### src/rtl/fpbp_pkg.sv
// shared types and constants of the framed packet byte parser
`timescale 1ns / 1ps

package fpbp_pkg;

    // parser phases, also given out as parser_state
    typedef enum logic [2:0] {
        PH_IDLE   = 3'd0,
        PH_HEAD   = 3'd1,
        PH_LEN    = 3'd2,
        PH_SEQ    = 3'd3,
        PH_BODY   = 3'd4,
        PH_DONE   = 3'd5,
        PH_CK_OK  = 3'd6,
        PH_CK_BAD = 3'd7
    } phase_t;

    // frame status codes
    localparam logic [1:0] STATUS_NONE = 2'd0;
    localparam logic [1:0] STATUS_GOOD = 2'd1;
    localparam logic [1:0] STATUS_BAD  = 2'd2;

    // configuration register indexes
    localparam logic [2:0] REG_HEAD        = 3'd0;
    localparam logic [2:0] REG_TAIL        = 3'd1;
    localparam logic [2:0] REG_ENTRY_COUNT = 3'd2;
    localparam int         REG_TABLE_BASE  = 3;

    localparam int CFG_INDEX_W = 3;

    // scalar configuration seen by the parser
    typedef struct packed {
        logic [7:0] head_byte;
        logic [7:0] tail_byte;
        logic [2:0] entry_count;
    } cfg_t;

    // one result item
    typedef struct packed {
        logic [1:0]  frame_status;
        logic [2:0]  parser_state;
        logic [7:0]  payload_index;
        logic        payload_valid;
        logic [7:0]  payload_byte;
        logic [7:0]  frame_length;
        logic [7:0]  function_code_out;
        logic [7:0]  next_sequence;
        logic [7:0]  checksum_value;
        logic [15:0] good_frame_count;
        logic        header_error;
    } result_t;

endpackage

### src/rtl/fpbp_cfg.sv
// configuration register bank: head, tail, entry count and code table
`timescale 1ns / 1ps

module fpbp_cfg
    import fpbp_pkg::*;
#(
    parameter int TABLE_ENTRIES = 4
) (
    input  logic                                clk,
    input  logic                                rst_n,
    input  logic                                wr_en,
    input  logic [CFG_INDEX_W-1:0]              wr_index,
    input  logic [15:0]                         wr_data,
    output cfg_t                                cfg,
    output logic [TABLE_ENTRIES-1:0][15:0]      entries
);

    cfg_t                           cfg_reg;
    logic [TABLE_ENTRIES-1:0][15:0] entries_reg;

    // register writes, reset to the documented defaults
    always_ff @(posedge clk or negedge rst_n)
    begin
        if (!rst_n)
        begin
            cfg_reg.head_byte   <= 8'd170;
            cfg_reg.tail_byte   <= 8'd85;
            cfg_reg.entry_count <= 3'd0;
            entries_reg         <= '0;
        end
        else if (wr_en)
        begin
            case (wr_index)
                REG_HEAD:        cfg_reg.head_byte   <= wr_data[7:0];
                REG_TAIL:        cfg_reg.tail_byte   <= wr_data[7:0];
                REG_ENTRY_COUNT: cfg_reg.entry_count <= wr_data[2:0];
                default:
                begin
                    for (int k = 0; k < TABLE_ENTRIES; k++)
                    begin
                        if (wr_index == CFG_INDEX_W'(REG_TABLE_BASE + k))
                        begin
                            entries_reg[k] <= wr_data;
                        end
                    end
                end
            endcase
        end
    end

    assign cfg     = cfg_reg;
    assign entries = entries_reg;

endmodule

### src/rtl/fpbp_core.sv
// parser state registers and the per-byte next-state and result logic
`timescale 1ns / 1ps

module fpbp_core
    import fpbp_pkg::*;
#(
    parameter int TABLE_ENTRIES = 4,
    parameter int MAX_PAYLOAD   = 255
) (
    input  logic                           clk,
    input  logic                           rst_n,
    input  logic                           take,
    input  logic [7:0]                     rx_byte,
    input  cfg_t                           cfg,
    input  logic [TABLE_ENTRIES-1:0][15:0] entries,
    output result_t                        result
);

    phase_t      phase_reg,    phase_next;
    logic [7:0]  len_reg,      len_next;
    logic [7:0]  seq_reg,      seq_next;
    logic [7:0]  code_reg,     code_next;
    logic [7:0]  sum_reg,      sum_next;
    logic [7:0]  count_reg,    count_next;
    logic [7:0]  ck_reg,       ck_next;
    logic [7:0]  last_seq_reg, last_seq_next;
    logic [15:0] good_reg,     good_next;

    logic        match;
    logic [1:0]  status;
    logic        perr;
    logic        pvalid;

    // parallel compare of code and length against the enabled entries
    always_comb
    begin
        match = 1'b0;
        for (int k = 0; k < TABLE_ENTRIES; k++)
        begin
            if (3'(k) < cfg.entry_count && entries[k][15:8] == rx_byte &&
                entries[k][7:0] == len_reg)
            begin
                match = 1'b1;
            end
        end
    end

    // next state for one byte
    always_comb
    begin
        phase_next    = phase_reg;
        len_next      = len_reg;
        seq_next      = seq_reg;
        code_next     = code_reg;
        sum_next      = sum_reg;
        count_next    = count_reg;
        ck_next       = ck_reg;
        last_seq_next = last_seq_reg;
        good_next     = good_reg;
        status        = STATUS_NONE;
        perr          = 1'b0;
        pvalid        = 1'b0;
        case (phase_reg)
            PH_IDLE:
            begin
                if (rx_byte == cfg.head_byte)
                begin
                    phase_next = PH_HEAD;
                    len_next   = 8'd0;
                    count_next = 8'd0;
                    sum_next   = 8'd0;
                end
            end
            PH_HEAD:
            begin
                if (rx_byte > 8'(MAX_PAYLOAD))
                begin
                    perr       = 1'b1;
                    phase_next = PH_IDLE;
                end
                else
                begin
                    len_next   = rx_byte;
                    count_next = 8'd0;
                    sum_next   = sum_reg + rx_byte;
                    phase_next = PH_LEN;
                end
            end
            PH_LEN:
            begin
                seq_next   = rx_byte;
                sum_next   = sum_reg + rx_byte;
                phase_next = PH_SEQ;
            end
            PH_SEQ:
            begin
                if (!match)
                begin
                    perr       = 1'b1;
                    phase_next = PH_IDLE;
                end
                else
                begin
                    code_next  = rx_byte;
                    sum_next   = sum_reg + rx_byte;
                    phase_next = (len_reg != 8'd0) ? PH_BODY : PH_DONE;
                end
            end
            PH_BODY:
            begin
                count_next = count_reg + 8'd1;
                sum_next   = sum_reg + rx_byte;
                pvalid     = 1'b1;
                if (count_next == len_reg)
                begin
                    phase_next = PH_DONE;
                end
            end
            PH_DONE:
            begin
                ck_next    = rx_byte;
                phase_next = (rx_byte != sum_reg) ? PH_CK_BAD : PH_CK_OK;
            end
            PH_CK_OK, PH_CK_BAD:
            begin
                if (phase_reg == PH_CK_OK && rx_byte == cfg.tail_byte)
                begin
                    status        = STATUS_GOOD;
                    last_seq_next = seq_reg;
                    good_next     = good_reg + 16'd1;
                end
                else
                begin
                    status = STATUS_BAD;
                end
                phase_next = PH_IDLE;
            end
            default:
            begin
                phase_next = PH_IDLE;
            end
        endcase
    end

    // result item built from the updated state
    always_comb
    begin
        result.frame_status      = status;
        result.parser_state      = phase_next;
        result.payload_index     = count_next;
        result.payload_valid     = pvalid;
        result.payload_byte      = pvalid ? rx_byte : 8'd0;
        result.frame_length      = len_next;
        result.function_code_out = code_next;
        result.next_sequence     = last_seq_next + 8'd1;
        result.checksum_value    = (status == STATUS_BAD) ? ck_next : sum_next;
        result.good_frame_count  = good_next;
        result.header_error      = perr;
    end

    // state update on every accepted byte
    always_ff @(posedge clk or negedge rst_n)
    begin
        if (!rst_n)
        begin
            phase_reg    <= PH_IDLE;
            len_reg      <= '0;
            seq_reg      <= '0;
            code_reg     <= '0;
            sum_reg      <= '0;
            count_reg    <= '0;
            ck_reg       <= '0;
            last_seq_reg <= '0;
            good_reg     <= '0;
        end
        else if (take)
        begin
            phase_reg    <= phase_next;
            len_reg      <= len_next;
            seq_reg      <= seq_next;
            code_reg     <= code_next;
            sum_reg      <= sum_next;
            count_reg    <= count_next;
            ck_reg       <= ck_next;
            last_seq_reg <= last_seq_next;
            good_reg     <= good_next;
        end
    end

endmodule

### src/rtl/framed_packet_byte_parser.sv
// framed packet byte parser: top level with handshake and result register
//
// Input channel: in_valid / in_stall with rx_byte, one received byte per item.
// Output channel: out_valid / out_stall with one result item per byte: frame
// status, parser state, payload byte and index, frame fields, checksum, the
// next expected sequence and the good frame count.
// Config channel: cfg_valid / cfg_ready with cfg_index and cfg_data; index 0
// head byte, 1 tail byte, 2 entry count, 3 and up the code/length table.
// cfg_ready is always high; write only while no item is in flight.
// A result is valid in the cycle after its byte is accepted.
// Throughput: one byte per cycle while in_stall is low; the parse step and the
// TABLE_ENTRIES-entry table compare sit between the input handshake and the result register.
// Stall: in_stall rises only while a result is held and out_stall is high,
// so a byte can be taken in the same cycle the held result leaves.
// Reset: the parser returns to idle, counters clear and the registers take
// head 170, tail 85, no table entries enabled.
`timescale 1ns / 1ps

module framed_packet_byte_parser
    import fpbp_pkg::*;
#(
    parameter int TABLE_ENTRIES = 4,
    parameter int MAX_PAYLOAD   = 255
) (
    input  logic                   clk,
    input  logic                   rst_n,
    input  logic                   in_valid,
    output logic                   in_stall,
    input  logic [7:0]             rx_byte,
    output logic                   out_valid,
    input  logic                   out_stall,
    output logic [1:0]             frame_status,
    output logic [2:0]             parser_state,
    output logic [7:0]             payload_index,
    output logic                   payload_valid,
    output logic [7:0]             payload_byte,
    output logic [7:0]             frame_length,
    output logic [7:0]             function_code_out,
    output logic [7:0]             next_sequence,
    output logic [7:0]             checksum_value,
    output logic [15:0]            good_frame_count,
    output logic                   header_error,
    input  logic                   cfg_valid,
    output logic                   cfg_ready,
    input  logic [CFG_INDEX_W-1:0] cfg_index,
    input  logic [15:0]            cfg_data
);

    cfg_t                           cfg;
    logic [TABLE_ENTRIES-1:0][15:0] entries;
    result_t                        result;
    result_t                        result_reg;
    logic                           out_valid_reg;
    logic                           take;

    // config writes are always taken
    assign cfg_ready = 1'b1;

    // a byte is taken unless a held result is blocked
    assign in_stall = out_valid_reg && out_stall;
    assign take     = in_valid && !in_stall;

    fpbp_cfg #(
        .TABLE_ENTRIES(TABLE_ENTRIES)
    ) u_cfg (
        .clk     (clk),
        .rst_n   (rst_n),
        .wr_en   (cfg_valid && cfg_ready),
        .wr_index(cfg_index),
        .wr_data (cfg_data),
        .cfg     (cfg),
        .entries (entries)
    );

    fpbp_core #(
        .TABLE_ENTRIES(TABLE_ENTRIES),
        .MAX_PAYLOAD  (MAX_PAYLOAD)
    ) u_core (
        .clk    (clk),
        .rst_n  (rst_n),
        .take   (take),
        .rx_byte(rx_byte),
        .cfg    (cfg),
        .entries(entries),
        .result (result)
    );

    // result register and its valid flag
    always_ff @(posedge clk or negedge rst_n)
    begin
        if (!rst_n)
        begin
            out_valid_reg <= 1'b0;
        end
        else if (take)
        begin
            out_valid_reg <= 1'b1;
        end
        else if (!out_stall)
        begin
            out_valid_reg <= 1'b0;
        end
    end

    always_ff @(posedge clk)
    begin
        if (take)
        begin
            result_reg <= result;
        end
    end

    assign out_valid         = out_valid_reg;
    assign frame_status      = result_reg.frame_status;
    assign parser_state      = result_reg.parser_state;
    assign payload_index     = result_reg.payload_index;
    assign payload_valid     = result_reg.payload_valid;
    assign payload_byte      = result_reg.payload_byte;
    assign frame_length      = result_reg.frame_length;
    assign function_code_out = result_reg.function_code_out;
    assign next_sequence     = result_reg.next_sequence;
    assign checksum_value    = result_reg.checksum_value;
    assign good_frame_count  = result_reg.good_frame_count;
    assign header_error      = result_reg.header_error;

`ifndef ASSERT_OFF
    // a header error always drops back to idle
    a_perr_idle: assert property (@(posedge clk) disable iff (!rst_n)
        (out_valid && header_error) |-> (parser_state == PH_IDLE))
        else $error("header error without return to idle");

    // a finished frame always drops back to idle
    a_end_idle: assert property (@(posedge clk) disable iff (!rst_n)
        (out_valid && frame_status != STATUS_NONE) |-> (parser_state == PH_IDLE))
        else $error("frame end without return to idle");

    // payload bytes only while in the body or just finishing it
    a_payload_phase: assert property (@(posedge clk) disable iff (!rst_n)
        (out_valid && payload_valid) |->
        (parser_state == PH_BODY || parser_state == PH_DONE))
        else $error("payload byte outside the frame body");

    // the count of a good frame reaches the result register
    a_good_count: assert property (@(posedge clk) disable iff (!rst_n)
        (take && result.frame_status == STATUS_GOOD) |=>
        (good_frame_count == $past(result.good_frame_count)))
        else $error("good frame count not registered");

    // stall on the input only while a result is held
    a_stall_held: assert property (@(posedge clk) disable iff (!rst_n)
        in_stall |-> out_valid)
        else $error("input stalled with no result held");
`endif

endmodule
### config.mk
export PLATFORM = sky130hd
export DESIGN_NAME = framed_packet_byte_parser
export DESIGN_NICKNAME = d
export VERILOG_FILES = /design/src/rtl/fpbp_pkg.sv /design/src/rtl/fpbp_cfg.sv /design/src/rtl/fpbp_core.sv /design/src/rtl/framed_packet_byte_parser.sv
export SDC_FILE = /design/constraint.sdc
export NUM_CORES = 1
export LEC_CHECK = 0
export BUFFER_PORTS_ARGS = -buffer_cell sky130_fd_sc_hd__buf_4
export CAP_MARGIN = 0
export CORE_MARGIN = 2
export CORE_UTILIZATION = 35
export CTS_BUF_LIST = sky130_fd_sc_hd__clkbuf_4 sky130_fd_sc_hd__clkbuf_8
export DETAILED_ROUTE_END_ITERATION = 6
export GPL_TIMING_DRIVEN = 1
export SYNTH_ARGS = -nofsm -noshare
export SYNTH_HDL_FRONTEND = slang
export SYNTH_SLANG_ARGS = --single-unit
### constraint.sdc
create_clock -name clk -period 4.7 [get_ports clk]
set_input_delay 0.235 -clock clk [delete_from_list [all_inputs] [get_ports clk]]
set_output_delay 0.235 -clock clk [all_outputs]
set_load 0.05 [all_outputs]
-- Word-level counts from Yosys, hierarchy flattened
Cells that the tools add are included.
- register bits: 230
- bits of input ports: 32
- output and inout port bits: 74
- add/sub/neg operators: 4
- magnitude comparators: 5
- equality and inequality tests: 27
- multiplexer cells: 37
- bitwise logic cells: 1
- reduce and logical (&&, ||, !) cells: 26
- operator list (kind ; count):
    $mux W8 ; 13
    $eq A8 B8 Y1 ; 11
    $mux W16 ; 2
    $pmux W8 S4 ; 1
    $pmux W8 S3 ; 1
    $eq A3 B3 Y1 const B ; 7
    $pmux W3 S7 ; 1
    $add A16 B1 Y16 const B ; 1
    $add A8 B1 Y8 const B ; 2
    $pmux W8 S2 ; 1
    $eq A3 B2 Y1 const B ; 4
    $reduce_and A3 Y1 ; 4
    $logic_and A1 B1 Y1 ; 11
    $mux W1 ; 11
    $mux W3 ; 3
    $add A8 B8 Y8 ; 1
    $gt A8 B8 Y1 const B ; 1
    $ne A8 B8 Y1 ; 1
    $reduce_and A2 Y1 ; 4
    $reduce_bool A8 Y1 ; 1
    $eq A3 B1 Y1 const B ; 2
    $logic_not A3 Y1 ; 2
    $lt A1 B3 Y1 const A ; 2
    $lt A2 B3 Y1 const A ; 2
    8 further kinds ; 11

-- Depth between registers and ports, before layout
- depth after elaboration: 10
- gate-level depth with buffers: 10
- depth with buffers taken out: 8

-- Hierarchy
Synthesis repeated with hierarchy kept, for this count alone.
- cell total of the unflattened synthesis: 844
- area, all modules: 11168.2 um^2
- modules (own cells, without submodules) (module ; instances ; cells an instance ; area an instance (um^2)):
    fpbp_core ; 1 ; 584 ; 5711.7
    fpbp_cfg ; 1 ; 183 ; 3263.1
    framed_packet_byte_parser ; 1 ; 77 ; 2193.4

-- Least setup slack after synthesis
OpenSTA, ideal clock, no wires.
- path type: reg-to-reg
- from: register out_valid_reg, in the netlist out_valid
- to: register result_reg (netlist bit checksum_value[0]) (enable)
- arrival: 3.507 ns
- required time: 4.237 ns
- path slack: 0.730 ns
- stages on the path, launching flop included: 6
- buffers on the path: 2
- clock period less this slack: 3.970 ns
- cell sequence: dfrtp_1 -> nand2_1 -> nand2_1 -> inv_2 -> clkbuf_1 -> buf_1
- word-level cells in the longest chain between the ends: 3
- ends and longest elaborated chain (item ; RTL line ; text):
    start, declared ; framed_packet_byte_parser.sv:53 ; logic out_valid_reg;
    start signal, assigned ; framed_packet_byte_parser.sv:93 ; out_valid_reg <= 1'b0;
    start signal, assigned ; framed_packet_byte_parser.sv:97 ; out_valid_reg <= 1'b1;
    start signal, assigned ; framed_packet_byte_parser.sv:101 ; out_valid_reg <= 1'b0;
    $logic_and A1 B1 Y1 ; framed_packet_byte_parser.sv:60 ; assign in_stall = out_valid_reg && out_stall;
    $logic_not A1 Y1 ; framed_packet_byte_parser.sv:61 ; assign take = in_valid && !in_stall;
    $logic_and A1 B1 Y1 ; framed_packet_byte_parser.sv:61 ;
    net take ; framed_packet_byte_parser.sv:54 ; logic take;
    end signal, assigned ; framed_packet_byte_parser.sv:109 ; result_reg <= result;
    end, declared ; framed_packet_byte_parser.sv:52 ; result_t result_reg;
The timed path passes the listed nets, and every way through them passes these cells.
A chain may end at the register's enable or synchronous reset.

-- Final worst setup path
- from: register u_core.len_reg[4]
- to: register u_core.code_reg[6]
- word-level cells in the longest chain between the ends: 8
- ends and longest elaborated chain (item ; RTL line ; text):
    start, declared ; fpbp_core.sv:20 ; logic [7:0] len_reg, len_next;
    start signal, assigned ; fpbp_core.sv:179 ; len_reg <= len_next;
    $eq A8 B8 Y1 ; fpbp_core.sv:41 ; entries[k][7:0] == len_reg)
    $logic_and A1 B1 Y1 ; fpbp_core.sv:40 ; if (3'(k) < cfg.entry_count && entries[k][15:8] == rx_byte &&
    $mux W1 (3 in a row) ; fpbp_core.sv:40 ;
    $mux W1 (*) ; fpbp_core.sv:40 ;
    $mux W8 (*) ; fpbp_core.sv:97 ; if (!match)
    $mux W8 (*) ; fpbp_core.sv:63 ; case (phase_reg)
    end signal, assigned ; fpbp_core.sv:181 ; code_reg <= code_next;
    end, declared ; fpbp_core.sv:22 ; logic [7:0] code_reg, code_next;
Every way passes the cells marked *; elsewhere a longest branch is shown, timed or not.

==> reports/qor.yml <==
status: "finished, final reports clean"
hold_violations: 0
synth_area_leaders: "dfrtp_1 35%, edfxtp_1 20%, mux2_2 12%"
syn_area_per_cell_um2: 12.9
setup-violations-final: 0
area_growth_pct: 20.5
max_slew_margin: 0.187
synthArstFlopShare: 0.691
rsz0062_at_grt: "false"
worst_setup_path_end_kind: "flip-flop"
p_leak_nw: 5.74
yosysUniqueCellTypes: 55
clock_latency_ns: 0.54
crit_chain: "xnor2_1 > nand3_1 > nor3_1 > and2_4 > o41ai_4 > nand2b_1 > mux2_4"
grt_pass1_wl_mm: 40.9
dp_hpwl_mm: 18.0
fmax_ghz: 0.335
post-synth-top-area-cell: "dfrtp_1"
rows: 64
clock_path_buffers: 3
wl_per_cell_um: 18.7
rr_startpoint: "u_core.len_reg[4]"
grt_max_degree: 65
tns_ns: 0
io_pins: 106
fin_cells: 1404
antenna_found_initial: 0
grt_pass1_vias: 7034
ys_top_cells_by_count: "151 x dfrtp_1, 119 x mux2_2, 83 x xnor2_1"
firstDrtPassIters: 5
p_per_area_mw_per_mm2: 505
drc: 0
synthCells: 842
totalWireLength_mm: 26.2
overflow: 0
grt_usage: 0.160
core-area_mm2: 0.0306
port_buffers: 104
slowest_delay_ns: 0.73
arrival_ns: 3.40
timing.rr.end: "u_core.code_reg[6]"
dieArea_mm2: 0.0325
root_buffer: "clkbuf_8"
ant_nets: 0
yosysWarnings: 0
place_inst: 1310
start_kind: "flip-flop"
clk_pin_slew_ns: 0.06
dieWidth_um: 180
maxCapViolCount: 0
fin_crit_ns: 2.98
cp_max_fo: 10
drt_first_iter_violations: 373
vias: 6990
cts.sinks: 230
synth_edf_count: 71
ff2ff_path_depth: 7
cts_tree: "yes"
numCtsBuffers: 42
start_util: 0.356
drive_gt1_frac: 0.335
synthDominantCellAreaShare: 0.347
whs_ns: 0.0545
crit_cells: 7
drv_slew: 0
cp.buffers_inverters: 0
tightest_slew_ns: 1.21
largest_reg_flops: 64
cts_resized: 0
die_y_um: 180
critical_path_class: "flip-flop to flip-flop"
peakVddDrop_v: 0.000177
critPathSlowestCell: "o41ai_4"
synth_seq_area_share: 0.563
insertedDiodeCount: 0
synth.ff_latch_count: 230
post_cts_buffers: 0
reg2reg_slack_ns: 1.72
syn_area_mm2: 0.0109
hold_class: "input port to flip-flop"
cp-endpoint: "u_core.code_reg[6]"
synth_top_flop_cell: "dfrtp_1"
nNetsFinal: 1018
required_ns: 5.11
min_period_over_period: 0.634
yosysMostFrequentCell: "dfrtp_1"
critPathLaunch: "u_core.len_reg[4]"
htree_levels: 2
gp_congestion: 0.905
critical_path.top_delay_family: "simple AND/OR/NAND/NOR gates"
syn-num-nets: 885
vias_per_cell: 4.98
skew_ns: 0.0159
kinds of logic after synthesis:
family	share of synthesized area
buf+inv	0.0215
flops	0.563
mux	0.143
simple gates	0.107
other cells	0.000345
xor+xnor	0.110
fa+ha+maj	0.0133
compound gates	0.0416
report_power, final:
group | total, mW | switching, mW | internal, mW
clock network | 2.01 | 0.831 | 1.18
logic | 1.78 | 0.997 | 0.783
registers | 2.84 | 0.358 | 2.48
metrics by stage:
stage                      util  total power, mW  setup slack [ns]  instance area, µm²
after detailed placement  0.394             4.63              1.75               12000
after CTS                 0.429             6.68              1.73               13100
final                     0.429             6.63              1.72               13100
after global routing      0.429             6.96              1.60               13100
after global placement    0.394             4.62              1.82               12000
after floorplan               -             4.11             0.730               10900
placed cells by master, fill, tap and decap left out, types with 4 or more instances in the layout:
master | Yosys | routed
nand2b_1 | 7 | 7
a31oi_1 | 6 | 6
edfxtp_1 | 71 | 71
o21ai_0 | 8 | 8
dfstp_2 | 8 | 8
or3_1 | 4 | 4
clkbuf_8 | 0 | 49
a32o_1 | 8 | 8
ha_1 | 10 | 10
a21oi_1 | 7 | 7
dlygate4sd3_1 | 0 | 17
mux2_2 | 119 | 119
nand4_1 | 14 | 14
mux2_4 | 8 | 8
xnor2_1 | 83 | 83
nor3_1 | 20 | 20
dfrtp_1 | 151 | 151
and2_1 | 13 | 13
buf_4 | 4 | 113
nand4b_1 | 4 | 4
nand3_1 | 24 | 24
xor2_1 | 54 | 54
clkbuf_4 | 0 | 15
and3_1 | 11 | 11
nor4_1 | 7 | 7
nor2_1 | 31 | 31
inv_1 | 6 | 6
mux2i_1 | 10 | 10
nand2_1 | 67 | 67
clkinv_2 | 0 | 7
a221o_1 | 7 | 7
a22o_1 | 8 | 8
worst min-delay path by stage:
stage                start                 to  slack [ns]  cells past startpoint
6_report       cfg_data[7]      u_cfg.cfg[10]        0.05                      2
5_1_grt        cfg_data[7]      u_cfg.cfg[10]        0.01                      2
4_1_cts        cfg_data[7]      u_cfg.cfg[10]       0.006                      2
3_5_place_dp         rst_n  u_cfg.entries[62]        0.27                      1
3_3_place_gp         rst_n  u_cfg.entries[26]        0.27                      1
2_1_floorplan        rst_n          out_valid       -0.06                      0
layout make-up:
cell class              instances  area [µm²]
multi-input cells             563        4540
well taps                     396         495
inverters                       7        28.8
flip-flops and latches        230        6120
repair buffers                131        1030
clock inverters                13         114
clock buffers                  64         787
fillers                      2916       17500
routing by layer:
metal / global-route usage / part of all wire / vias to the layer above
met1: 0.225 / 0.46 / 3440
met3: 0.0335 / 0.058 / 44
met5: 0 / 0 / -
met2: 0.251 / 0.46 / 225
met4: 0.0474 / 0.022 / 0
li1: - / - / 3281
repair_timing:
action	in CTS	in global routing
endpoints found under the setup margin	0	0
endpoints found under the hold margin	116	0
hold buffers	17	0
Note: power is estimated with default switching activity, not from simulation.
